--- config.mk ---
export PLATFORM = sky130hd
export DESIGN_NAME = eeprom_key_record_parser
export DESIGN_NICKNAME = d
export VERILOG_FILES = /design/src/rtl/ekrp_pkg.sv /design/src/rtl/eeprom_key_record_parser.sv /design/src/rtl/ekrp_ctrl.sv /design/src/rtl/ekrp_dpath.sv
export SDC_FILE = /design/constraint.sdc
export NUM_CORES = 2
export LEC_CHECK = 0
export ABC_AREA = 1
export BUFFER_PORTS_ARGS = -buffer_cell sky130_fd_sc_hd__buf_4
export CORE_ASPECT_RATIO = 0.5
export CORE_MARGIN = 5
export CORE_UTILIZATION = 55
export CTS_CLUSTER_SIZE = 12
export DETAILED_ROUTE_END_ITERATION = 12
export GPL_ROUTABILITY_DRIVEN = 0
export PLACE_DENSITY = 0.79
export SLEW_MARGIN = 10
export SYNTH_ARGS = -nofsm -noshare
export SYNTH_HDL_FRONTEND = slang
export SYNTH_SLANG_ARGS = --single-unit
--- constraint.sdc ---
create_clock -name clk_i -period 8.6 [get_ports clk_i]
set_clock_uncertainty 0.15 [all_clocks]
set_input_delay 1.29 -clock clk_i [delete_from_list [all_inputs] [get_ports clk_i]]
set_output_delay 1.29 -clock clk_i [all_outputs]
set_load 0.005 [all_outputs]
--- src/rtl/ekrp_pkg.sv ---
// Shared types and constants of the board-info record parser.
package ekrp_pkg;

  typedef enum logic [2:0] {
    KEY_NONE = 3'd0,
    KEY_EA   = 3'd1,
    KEY_SB   = 3'd2,
    KEY_D1   = 3'd3,
    KEY_HZ   = 3'd4
  } key_e;

  localparam logic [7:0] CharNewline = 8'h0a;
  localparam logic [7:0] CharFill    = 8'hff;
  localparam logic [7:0] CharNull    = 8'h00;
  localparam logic [7:0] CharZero    = 8'h30;
  localparam logic [7:0] CharSlash   = 8'h2f;

  localparam logic [31:0] BaudScale  = 32'd100;
  localparam logic [31:0] MemScale   = 32'd1048576;
  localparam logic [31:0] FreqScale  = 32'd1000000;
  localparam logic [31:0] BusLimit   = 32'd50;

  localparam int unsigned DivSteps   = 32;
  localparam int unsigned OutWidth   = 184;

  // Commands from the controller to the datapath.
  typedef struct packed {
    logic step;      // take the accepted byte
    logic div_step;  // one remainder iteration
    logic rnd;       // round the pending value down
    logic mul;       // scale the rounded value
    logic save;      // store the scaled value
    logic load_out;  // copy the result into the output register
  } ekrp_cmd_t;

  // Status from the datapath to the controller.
  typedef struct packed {
    logic commit_req;  // a known record waits to be stored
    logic div_nz;      // the pending record carries a nonzero rounding digit
    logic emit_req;    // a result is due once the store finishes
    logic out_free;    // the output register can take a result
  } ekrp_sts_t;

endpackage

--- src/rtl/eeprom_key_record_parser.sv ---
// Top level of the board-info key record parser.
//
//   Channel  Dir  Handshake             Payload
//   s_axis   in   tvalid/tready         tdata: data_byte; tuser: first; tlast: last
//   m_axis   out  tvalid/tready         tdata: mac, baud, memory, core, bus, mask, clean
//
// A byte is accepted in S_IDLE, then the sequencer checks it in S_EVAL before the next is taken.
// A byte that closes an SB, D1 or HZ record adds the rounding, scaling and store steps;
// an HZ record with a nonzero rounding digit first runs the bit-serial remainder unit.
// A byte that produces a result then loads the output register.
// Reset clears all parse state and the output valid; no clearing pass is needed.
// A result waits in the output register while new bytes are taken; a second result
// holds the sequencer until the first one is taken.
module eeprom_key_record_parser (
  input  logic         clk_i,
  input  logic         rst_ni,
  input  logic         s_axis_tvalid_i,
  output logic         s_axis_tready_o,
  input  logic [7:0]   s_axis_tdata_i,   // data_byte[7:0]
  input  logic         s_axis_tuser_i,   // first
  input  logic         s_axis_tlast_i,   // last
  output logic         m_axis_tvalid_o,
  input  logic         m_axis_tready_i,
  // mac_address[47:0], baud_rate[79:48], memory_bytes[111:80], core_freq_hz[143:112],
  // bus_freq_hz[175:144], found_mask[179:176], ended_clean[180], zero fill[183:181]
  output logic [ekrp_pkg::OutWidth-1:0] m_axis_tdata_o
);

  ekrp_pkg::ekrp_cmd_t cmd;
  ekrp_pkg::ekrp_sts_t sts;

  ekrp_ctrl u_ctrl (
    .clk_i      (clk_i),
    .rst_ni     (rst_ni),
    .in_valid_i (s_axis_tvalid_i),
    .in_ready_o (s_axis_tready_o),
    .sts_i      (sts),
    .cmd_o      (cmd)
  );

  ekrp_dpath u_dpath (
    .clk_i       (clk_i),
    .rst_ni      (rst_ni),
    .data_byte_i (s_axis_tdata_i),
    .first_i     (s_axis_tuser_i),
    .last_i      (s_axis_tlast_i),
    .cmd_i       (cmd),
    .sts_o       (sts),
    .out_ready_i (m_axis_tready_i),
    .out_valid_o (m_axis_tvalid_o),
    .out_data_o  (m_axis_tdata_o)
  );

endmodule

--- src/rtl/ekrp_ctrl.sv ---
// Sequencer for byte intake, record store and result output.
module ekrp_ctrl (
  input  logic               clk_i,
  input  logic               rst_ni,
  input  logic               in_valid_i,
  output logic               in_ready_o,
  input  ekrp_pkg::ekrp_sts_t sts_i,
  output ekrp_pkg::ekrp_cmd_t cmd_o
);

  typedef enum logic [2:0] {
    S_IDLE,
    S_EVAL,
    S_DIV,
    S_RND,
    S_MUL,
    S_SAVE,
    S_EMIT
  } state_e;

  localparam int unsigned CntW = $clog2(ekrp_pkg::DivSteps);
  localparam logic [CntW-1:0] CntLast = CntW'(ekrp_pkg::DivSteps - 1);

  state_e state_q;
  logic [CntW-1:0] cnt_q;

  assign in_ready_o = (state_q == S_IDLE);

  always_comb begin
    cmd_o          = '0;
    cmd_o.step     = (state_q == S_IDLE) && in_valid_i;
    cmd_o.div_step = (state_q == S_DIV);
    cmd_o.rnd      = (state_q == S_RND);
    cmd_o.mul      = (state_q == S_MUL);
    cmd_o.save     = (state_q == S_SAVE);
    cmd_o.load_out = (state_q == S_EMIT) && sts_i.out_free;
  end

  always_ff @(posedge clk_i or negedge rst_ni) begin
    if (!rst_ni) begin
      state_q <= S_IDLE;
      cnt_q   <= '0;
    end else begin
      case (state_q)
        S_IDLE: begin
          if (in_valid_i) state_q <= S_EVAL;
        end
        S_EVAL: begin
          cnt_q <= '0;
          if (sts_i.commit_req) begin
            state_q <= sts_i.div_nz ? S_DIV : S_RND;
          end else if (sts_i.emit_req) begin
            state_q <= S_EMIT;
          end else begin
            state_q <= S_IDLE;
          end
        end
        S_DIV: begin
          cnt_q <= cnt_q + 1'b1;
          if (cnt_q == CntLast) state_q <= S_RND;
        end
        S_RND: state_q <= S_MUL;
        S_MUL: state_q <= S_SAVE;
        S_SAVE: begin
          state_q <= sts_i.emit_req ? S_EMIT : S_IDLE;
        end
        S_EMIT: begin
          if (sts_i.out_free) state_q <= S_IDLE;
        end
        default: state_q <= S_IDLE;
      endcase
    end
  end

endmodule

--- src/rtl/ekrp_dpath.sv ---
// Parse state, record store arithmetic and output register.
module ekrp_dpath (
  input  logic                clk_i,
  input  logic                rst_ni,
  input  logic [7:0]          data_byte_i,
  input  logic                first_i,
  input  logic                last_i,
  input  ekrp_pkg::ekrp_cmd_t cmd_i,
  output ekrp_pkg::ekrp_sts_t sts_o,
  input  logic                out_ready_i,
  output logic                out_valid_o,
  output logic [ekrp_pkg::OutWidth-1:0] out_data_o
);

  // Record parse state.
  logic [1:0]  pos_q, pos_d;
  logic [7:0]  fk_q, fk_d;
  ekrp_pkg::key_e key_q, key_d;
  logic [3:0]  nib_q, nib_d;
  logic [7:0]  pb_q, pb_d;
  logic [47:0] mac_q, mac_d;
  logic [31:0] acc_q, acc_d;
  logic [1:0]  ph_q, ph_d;
  logic [7:0]  rdiv_q, rdiv_d;
  logic [3:0]  mask_q, mask_d;
  logic        at_q, at_d;
  logic        td_q, td_d;

  // Stored record values.
  logic [31:0] baud_q, mem_q, core_q, bus_q;

  // Pending store and result.
  ekrp_pkg::key_e pkey_q, pkey_d;
  logic [31:0] pnum_q, pnum_d;
  logic [7:0]  pdiv_q, pdiv_d;
  logic        emit_q, emit_d;
  logic        clean_q, clean_d;

  // Remainder unit and scaling.
  logic [31:0] shr_q;
  logic [7:0]  rem_q;
  logic [8:0]  rem_try;
  logic [31:0] rnd_q;
  logic [31:0] prod_q;
  logic        gt50_q;
  logic [31:0] scale;
  logic [31:0] prod_full;

  logic        out_valid_q;
  logic [ekrp_pkg::OutWidth-1:0] out_q;

  function automatic logic [7:0] hex_value(input logic [7:0] c);
    logic [7:0] v;
    if (c >= 8'h41 && c <= 8'h46) v = c - 8'h37;
    else if (c >= 8'h61 && c <= 8'h66) v = c - 8'h57;
    else v = c - ekrp_pkg::CharZero;
    return v;
  endfunction

  function automatic logic [31:0] dec_next(input logic [31:0] a, input logic [7:0] c);
    return {a[28:0], 3'b000} + {a[30:0], 1'b0} + {24'd0, c}
           - {24'd0, ekrp_pkg::CharZero};
  endfunction

  always_comb begin
    logic        term;
    logic [7:0]  hv;
    logic [7:0]  bval;
    logic [2:0]  bidx;
    pos_d   = pos_q;   fk_d  = fk_q;   key_d  = key_q;  nib_d = nib_q;
    pb_d    = pb_q;    mac_d = mac_q;  acc_d  = acc_q;  ph_d  = ph_q;
    rdiv_d  = rdiv_q;  mask_d = mask_q; at_d  = at_q;   td_d  = td_q;
    pkey_d  = ekrp_pkg::KEY_NONE;
    pnum_d  = acc_q;
    pdiv_d  = rdiv_q;
    emit_d  = 1'b0;
    clean_d = 1'b0;
    term    = (data_byte_i == ekrp_pkg::CharNewline) || (data_byte_i == ekrp_pkg::CharFill);
    hv      = hex_value(data_byte_i);
    bval    = 8'd0;
    bidx    = nib_q[3:1];

    if (first_i) begin
      pos_d = '0; fk_d = '0; key_d = ekrp_pkg::KEY_NONE; nib_d = '0; pb_d = '0;
      mac_d = '0; acc_d = '0; ph_d = '0; rdiv_d = '0; mask_d = '0;
      at_d = 1'b0; td_d = 1'b0;
    end

    if (!td_d) begin
      if (at_d) begin
        at_d = 1'b0;
        if (data_byte_i == ekrp_pkg::CharNull || data_byte_i == ekrp_pkg::CharFill) begin
          td_d    = 1'b1;
          emit_d  = 1'b1;
          clean_d = 1'b1;
        end
      end
    end

    if (!td_d) begin
      if (term) begin
        pkey_d = key_d;
        pnum_d = acc_d;
        pdiv_d = rdiv_d;
        pos_d = '0; fk_d = '0; key_d = ekrp_pkg::KEY_NONE; nib_d = '0; pb_d = '0;
        acc_d = '0; ph_d = '0; rdiv_d = '0;
        at_d  = 1'b1;
      end else begin
        case (pos_d)
          2'd0: begin
            fk_d  = data_byte_i;
            pos_d = 2'd1;
          end
          2'd1: begin
            if (fk_d == 8'h45 && data_byte_i == 8'h41) begin
              key_d = ekrp_pkg::KEY_EA;
              mac_d = '0;
              mask_d[0] = 1'b1;
            end else if (fk_d == 8'h53 && data_byte_i == 8'h42) begin
              key_d = ekrp_pkg::KEY_SB;
              mask_d[1] = 1'b1;
            end else if (fk_d == 8'h44 && data_byte_i == 8'h31) begin
              key_d = ekrp_pkg::KEY_D1;
              mask_d[2] = 1'b1;
            end else if (fk_d == 8'h48 && data_byte_i == 8'h5a) begin
              key_d = ekrp_pkg::KEY_HZ;
              mask_d[3] = 1'b1;
            end
            pos_d = 2'd2;
          end
          2'd2: pos_d = 2'd3;
          default: begin
            case (key_d)
              ekrp_pkg::KEY_EA: begin
                if (nib_d < 4'd12) begin
                  bidx = nib_d[3:1];
                  if (!nib_d[0]) begin
                    pb_d = {hv[3:0], 4'd0};
                    bval = {hv[3:0], 4'd0};
                  end else begin
                    bval = pb_d + hv;
                  end
                  for (int i = 0; i < 6; i++) begin
                    if (bidx == 3'(i)) mac_d[47-8*i -: 8] = bval;
                  end
                  nib_d = nib_d + 4'd1;
                end
              end
              ekrp_pkg::KEY_SB, ekrp_pkg::KEY_D1: begin
                acc_d = dec_next(acc_d, data_byte_i);
              end
              ekrp_pkg::KEY_HZ: begin
                case (ph_d)
                  2'd0: begin
                    acc_d = dec_next(acc_d, data_byte_i);
                    ph_d  = 2'd1;
                  end
                  2'd1: begin
                    if (data_byte_i == ekrp_pkg::CharSlash) ph_d = 2'd2;
                    else acc_d = dec_next(acc_d, data_byte_i);
                  end
                  2'd2: begin
                    rdiv_d = data_byte_i - ekrp_pkg::CharZero;
                    ph_d   = 2'd3;
                  end
                  default: ;
                endcase
              end
              default: ;
            endcase
          end
        endcase
      end
    end

    // A record still open at the buffer's end is stored as if terminated.
    if (last_i && !td_d) begin
      if (!at_d) begin
        pkey_d = key_d;
        pnum_d = acc_d;
        pdiv_d = rdiv_d;
      end
      td_d    = 1'b1;
      emit_d  = 1'b1;
      clean_d = 1'b0;
    end
  end

  always_ff @(posedge clk_i or negedge rst_ni) begin
    if (!rst_ni) begin
      pos_q  <= '0;
      fk_q   <= '0;
      key_q  <= ekrp_pkg::KEY_NONE;
      nib_q  <= '0;
      pb_q   <= '0;
      mac_q  <= '0;
      acc_q  <= '0;
      ph_q   <= '0;
      rdiv_q <= '0;
      mask_q <= '0;
      at_q   <= 1'b0;
      td_q   <= 1'b0;
      pkey_q <= ekrp_pkg::KEY_NONE;
      emit_q <= 1'b0;
      baud_q <= '0;
      mem_q  <= '0;
      core_q <= '0;
      bus_q  <= '0;
    end else begin
      if (cmd_i.step) begin
        pos_q  <= pos_d;
        fk_q   <= fk_d;
        key_q  <= key_d;
        nib_q  <= nib_d;
        pb_q   <= pb_d;
        mac_q  <= mac_d;
        acc_q  <= acc_d;
        ph_q   <= ph_d;
        rdiv_q <= rdiv_d;
        mask_q <= mask_d;
        at_q   <= at_d;
        td_q   <= td_d;
        pkey_q <= pkey_d;
        emit_q <= emit_d;
        if (first_i) begin
          baud_q <= '0;
          mem_q  <= '0;
          core_q <= '0;
          bus_q  <= '0;
        end
      end
      if (cmd_i.save) begin
        case (pkey_q)
          ekrp_pkg::KEY_SB: baud_q <= prod_q;
          ekrp_pkg::KEY_D1: mem_q  <= prod_q;
          ekrp_pkg::KEY_HZ: begin
            core_q <= prod_q;
            bus_q  <= gt50_q ? {1'b0, prod_q[31:1]} : prod_q;
          end
          default: ;
        endcase
      end
    end
  end

  // Restoring remainder: one dividend bit per iteration, most significant first.
  assign rem_try = {rem_q, shr_q[31]};

  always_comb begin
    case (pkey_q)
      ekrp_pkg::KEY_SB: scale = ekrp_pkg::BaudScale;
      ekrp_pkg::KEY_D1: scale = ekrp_pkg::MemScale;
      default:          scale = ekrp_pkg::FreqScale;
    endcase
  end

  // Only the low word of the product is kept, so the scaled value wraps at 32 bits.
  assign prod_full = rnd_q * scale;

  always_ff @(posedge clk_i) begin
    if (cmd_i.step) begin
      pnum_q  <= pnum_d;
      pdiv_q  <= pdiv_d;
      clean_q <= clean_d;
      shr_q   <= pnum_d;
      rem_q   <= '0;
    end
    if (cmd_i.div_step) begin
      shr_q <= {shr_q[30:0], 1'b0};
      if (rem_try >= {1'b0, pdiv_q}) rem_q <= 8'(rem_try - {1'b0, pdiv_q});
      else rem_q <= rem_try[7:0];
    end
    if (cmd_i.rnd) rnd_q <= pnum_q - {24'd0, rem_q};
    if (cmd_i.mul) begin
      prod_q <= prod_full;
      gt50_q <= (rnd_q > ekrp_pkg::BusLimit);
    end
    if (cmd_i.load_out) begin
      out_q <= {3'd0, clean_q, mask_q, bus_q, core_q, mem_q, baud_q, mac_q};
    end
  end

  always_ff @(posedge clk_i or negedge rst_ni) begin
    if (!rst_ni) begin
      out_valid_q <= 1'b0;
    end else if (cmd_i.load_out) begin
      out_valid_q <= 1'b1;
    end else if (out_ready_i) begin
      out_valid_q <= 1'b0;
    end
  end

  assign sts_o.commit_req = (pkey_q == ekrp_pkg::KEY_SB) || (pkey_q == ekrp_pkg::KEY_D1) ||
                            (pkey_q == ekrp_pkg::KEY_HZ);
  assign sts_o.div_nz     = (pkey_q == ekrp_pkg::KEY_HZ) && (pdiv_q != 8'd0);
  assign sts_o.emit_req   = emit_q;
  assign sts_o.out_free   = !out_valid_q || out_ready_i;

  assign out_valid_o = out_valid_q;
  assign out_data_o  = out_q;

endmodule

==> impl_metrics.toml <==
[cts]
cts-buffers-inserted = 57
post_cts.repair.setup_buffers = 0
ctsHtreeMaxLevel = 2
postCtsResizedCells = 0
clock_path_buffers = 3
cts_tree = "yes"
clk_latency_ns = 0.65
clockRootBuffer = "clkbuf_16"
path_clk_slew_ns = 0.06
cts.sinks = 587
cts_hold_buffers = 0

[job]
max_cap_violations = 0

[cells_and_area]
stdcell_count = 5214
drive_above_1_share = 0.0841
final_nets = 4692
area_growth_syn_to_layout_pct = 10.7

[grt]
grt_max_degree = 163
grtUsageTotal = 0.259
gr-total-overflow = 0
antenna_found_initial = 1
grt_pass1_vias = 29000
grt_pass1_wl_mm = 152

[critical_path]
worst-path-buf-inv = 6
slowest_delay_ns = 0.53
regToRegSetupSlack_ns = 1.66
critPathMaxFanout = 28
worst-endpoint-arrival_ns = 7.15
worstSetupStartpointType = "flop"
crit_type = "reg2reg"
crit_family = "adder cells"
endpoint_kind = "flop"
worstPathCellList = "inv_1 -> nand3_1 -> inv_1 -> buf_4 -> nand2_1 -> fa_1 -> inv_1 -> fa_1 -> inv_1 -> fa_1 -> fa_1 -> fa_1 -> fa_1 -> inv_1 -> ha_1 -> ha_1 -> nand2_1 -> nor4_1 -> o21ai_0 -> nand3_1 -> a31oi_1 -> xor2_1"
worstPathRequired_ns = 8.80
cpMaxStageDelayCell = "fa_1"
crit_top_cell = "fa_1"

[sta]
fmax_ghz = 0.144
min_period_ns = 6.94
setup_viol = 0
max_slew_margin = 0.139
grt_setup_unrepaired = "false"
hold_ws_ns = 0.278
worst_slack_ns = 1.66
hold_violations = 0
finalMaxSlewViolations = 0
period_share = 0.807
worst-slew-pin-transition_ns = 1.29
tns_ns = 0

[logic_synthesis]
synth_top_area_cell = "edfxtp_1"
synth_edf_count = 324
synth-seq-cells = 587
netlist.area_leader.share = 0.265
synthArstFlopShare = 0.446
synth_ff_type = "edfxtp_1"
synthTopCellsByCount = "809 x nand2_1, 700 x inv_1, 356 x o21ai_0"
netlist_area_sq_um = 36700
yosysMostFrequentCell = "nand2_1"
synthCells = 4147
seq_area_frac_synth = 0.444
yosysWarnings = 0
synth.area.top_cells = "edfxtp_1 27%, dfrtp_1 18%, ha_1 9.1%"
syn_area_per_cell_sq_um = 8.85
netlist-cell-type-count = 69

[placement]
post-place-cells = 5106
portBuffers = 196
place_ws_ns = 1.84
dp_hpwl_mm = 67.6

[detailed_routing]
via_per_inst = 5.70
route.detailed.drc = 0
routed_wl_mm = 94.0
wire_per_inst_um = 18.0
vias = 29700
first_pass_iters = 6
first_iter_violations = 3770
antenna_left = 0

[floorplan]
dieHeight_um = 193
start_util = 0.560
rows = 66
io_pins = 200
die_x_um = 375
die-area_sq_um = 72300
core_sq_um = 65500

[hold_path]
hold_path_class = "reg2reg"

[outcome]
status = "finished clean"
[path summary, 6_finish.rpt]
check	to	startpoint	cells past startpoint
hold reg to reg	u_dpath.out_data_o[79]	u_dpath.baud_q[31]	0
setup reg to reg	u_dpath.prod_q[31]	u_dpath.pkey_q[2]	22
setup / recovery	u_dpath.prod_q[31]	u_dpath.pkey_q[2]	22
hold / removal	u_dpath.out_data_o[79]	u_dpath.baud_q[31]	0
max in group asynchronous	u_dpath.bus_q[19]	rst_ni	2
min in group asynchronous	u_dpath.mac_q[30]	rst_ni	1
[per-layer routing]
layer	track usage	routed length [um]
met1	0.355	38300
met2	0.424	43600
met3	0.0431	8560
met5	0	0
met4	0.0924	3540
[registers in the layout, summed over array words and instances (netlist names), 5 cells and up]
| register | flops |
|---|---|
| u_dpath.pb_q | 8 |
| u_dpath.rem_q | 8 |
| u_dpath.pnum_q | 32 |
| u_dpath.bus_q | 32 |
| u_dpath.pdiv_q | 8 |
| u_dpath.rdiv_q | 8 |
| u_dpath.mac_q | 48 |
| u_dpath.baud_q | 32 |
| u_dpath.acc_q | 32 |
| u_ctrl.cnt_q | 5 |
| u_dpath.core_q | 32 |
| u_dpath.shr_q | 32 |
| u_dpath.rnd_q | 32 |
| u_dpath.prod_q | 30 |
| u_dpath.mem_q | 32 |
| u_dpath.out_data_o | 181 |
| u_dpath.fk_q | 8 |
[stage by stage]
stage / util / cell area [sq um]
after floorplan: - / 36700
after global placement: 0.594 / 38900
after detailed placement: 0.594 / 38900
after CTS: 0.620 / 40600
after global routing: 0.620 / 40600
final: 0.620 / 40600
[cell type report]
class / instances / area, sq um
fill: 5186 / 24900
multi-input combinational: 2689 / 17100
sequential: 587 / 16300
inverter: 726 / 2730
timing repair buffer: 220 / 1670
clock buffer: 100 / 1610
tap: 884 / 1110
clock inverter: 7 / 138
antenna: 1 / 2.50
[layout by cell type, fill, tap and decap left out, drive strengths merged, types with 35 or more instances in the layout]
cell	instances
xor2	57
ha	267
edfxtp	324
nand4	35
o211ai	35
a21oi	148
inv	721
nor2	328
nand3	282
clkbuf	100
buf	220
o21ai	377
nand2	823
fa	130
dfrtp	262
[kinds of logic (layout without fill, tap and decap cells)]
| kind of cell | Yosys count | in the layout | share of synthesized area |
|---|---|---|---|
| buffers and inverters | 873 | 1053 | 0.0917 |
| DFF | 587 | 587 | 0.444 |
| xor gates and xnor gates | 90 | 90 | 0.0217 |
| AOI/OAI and AO/OA | 667 | 667 | 0.101 |
| muxes | 1 | 1 | 0.000614 |
| adders and majority gates | 397 | 397 | 0.162 |
| other | 1 | 4 | 0.000102 |
| and+or+nand+nor | 1531 | 1531 | 0.178 |
Power is left out: the tool's default activity adds up to more than one toggle a clock period on the data nets, which glitch-free logic cannot reach.
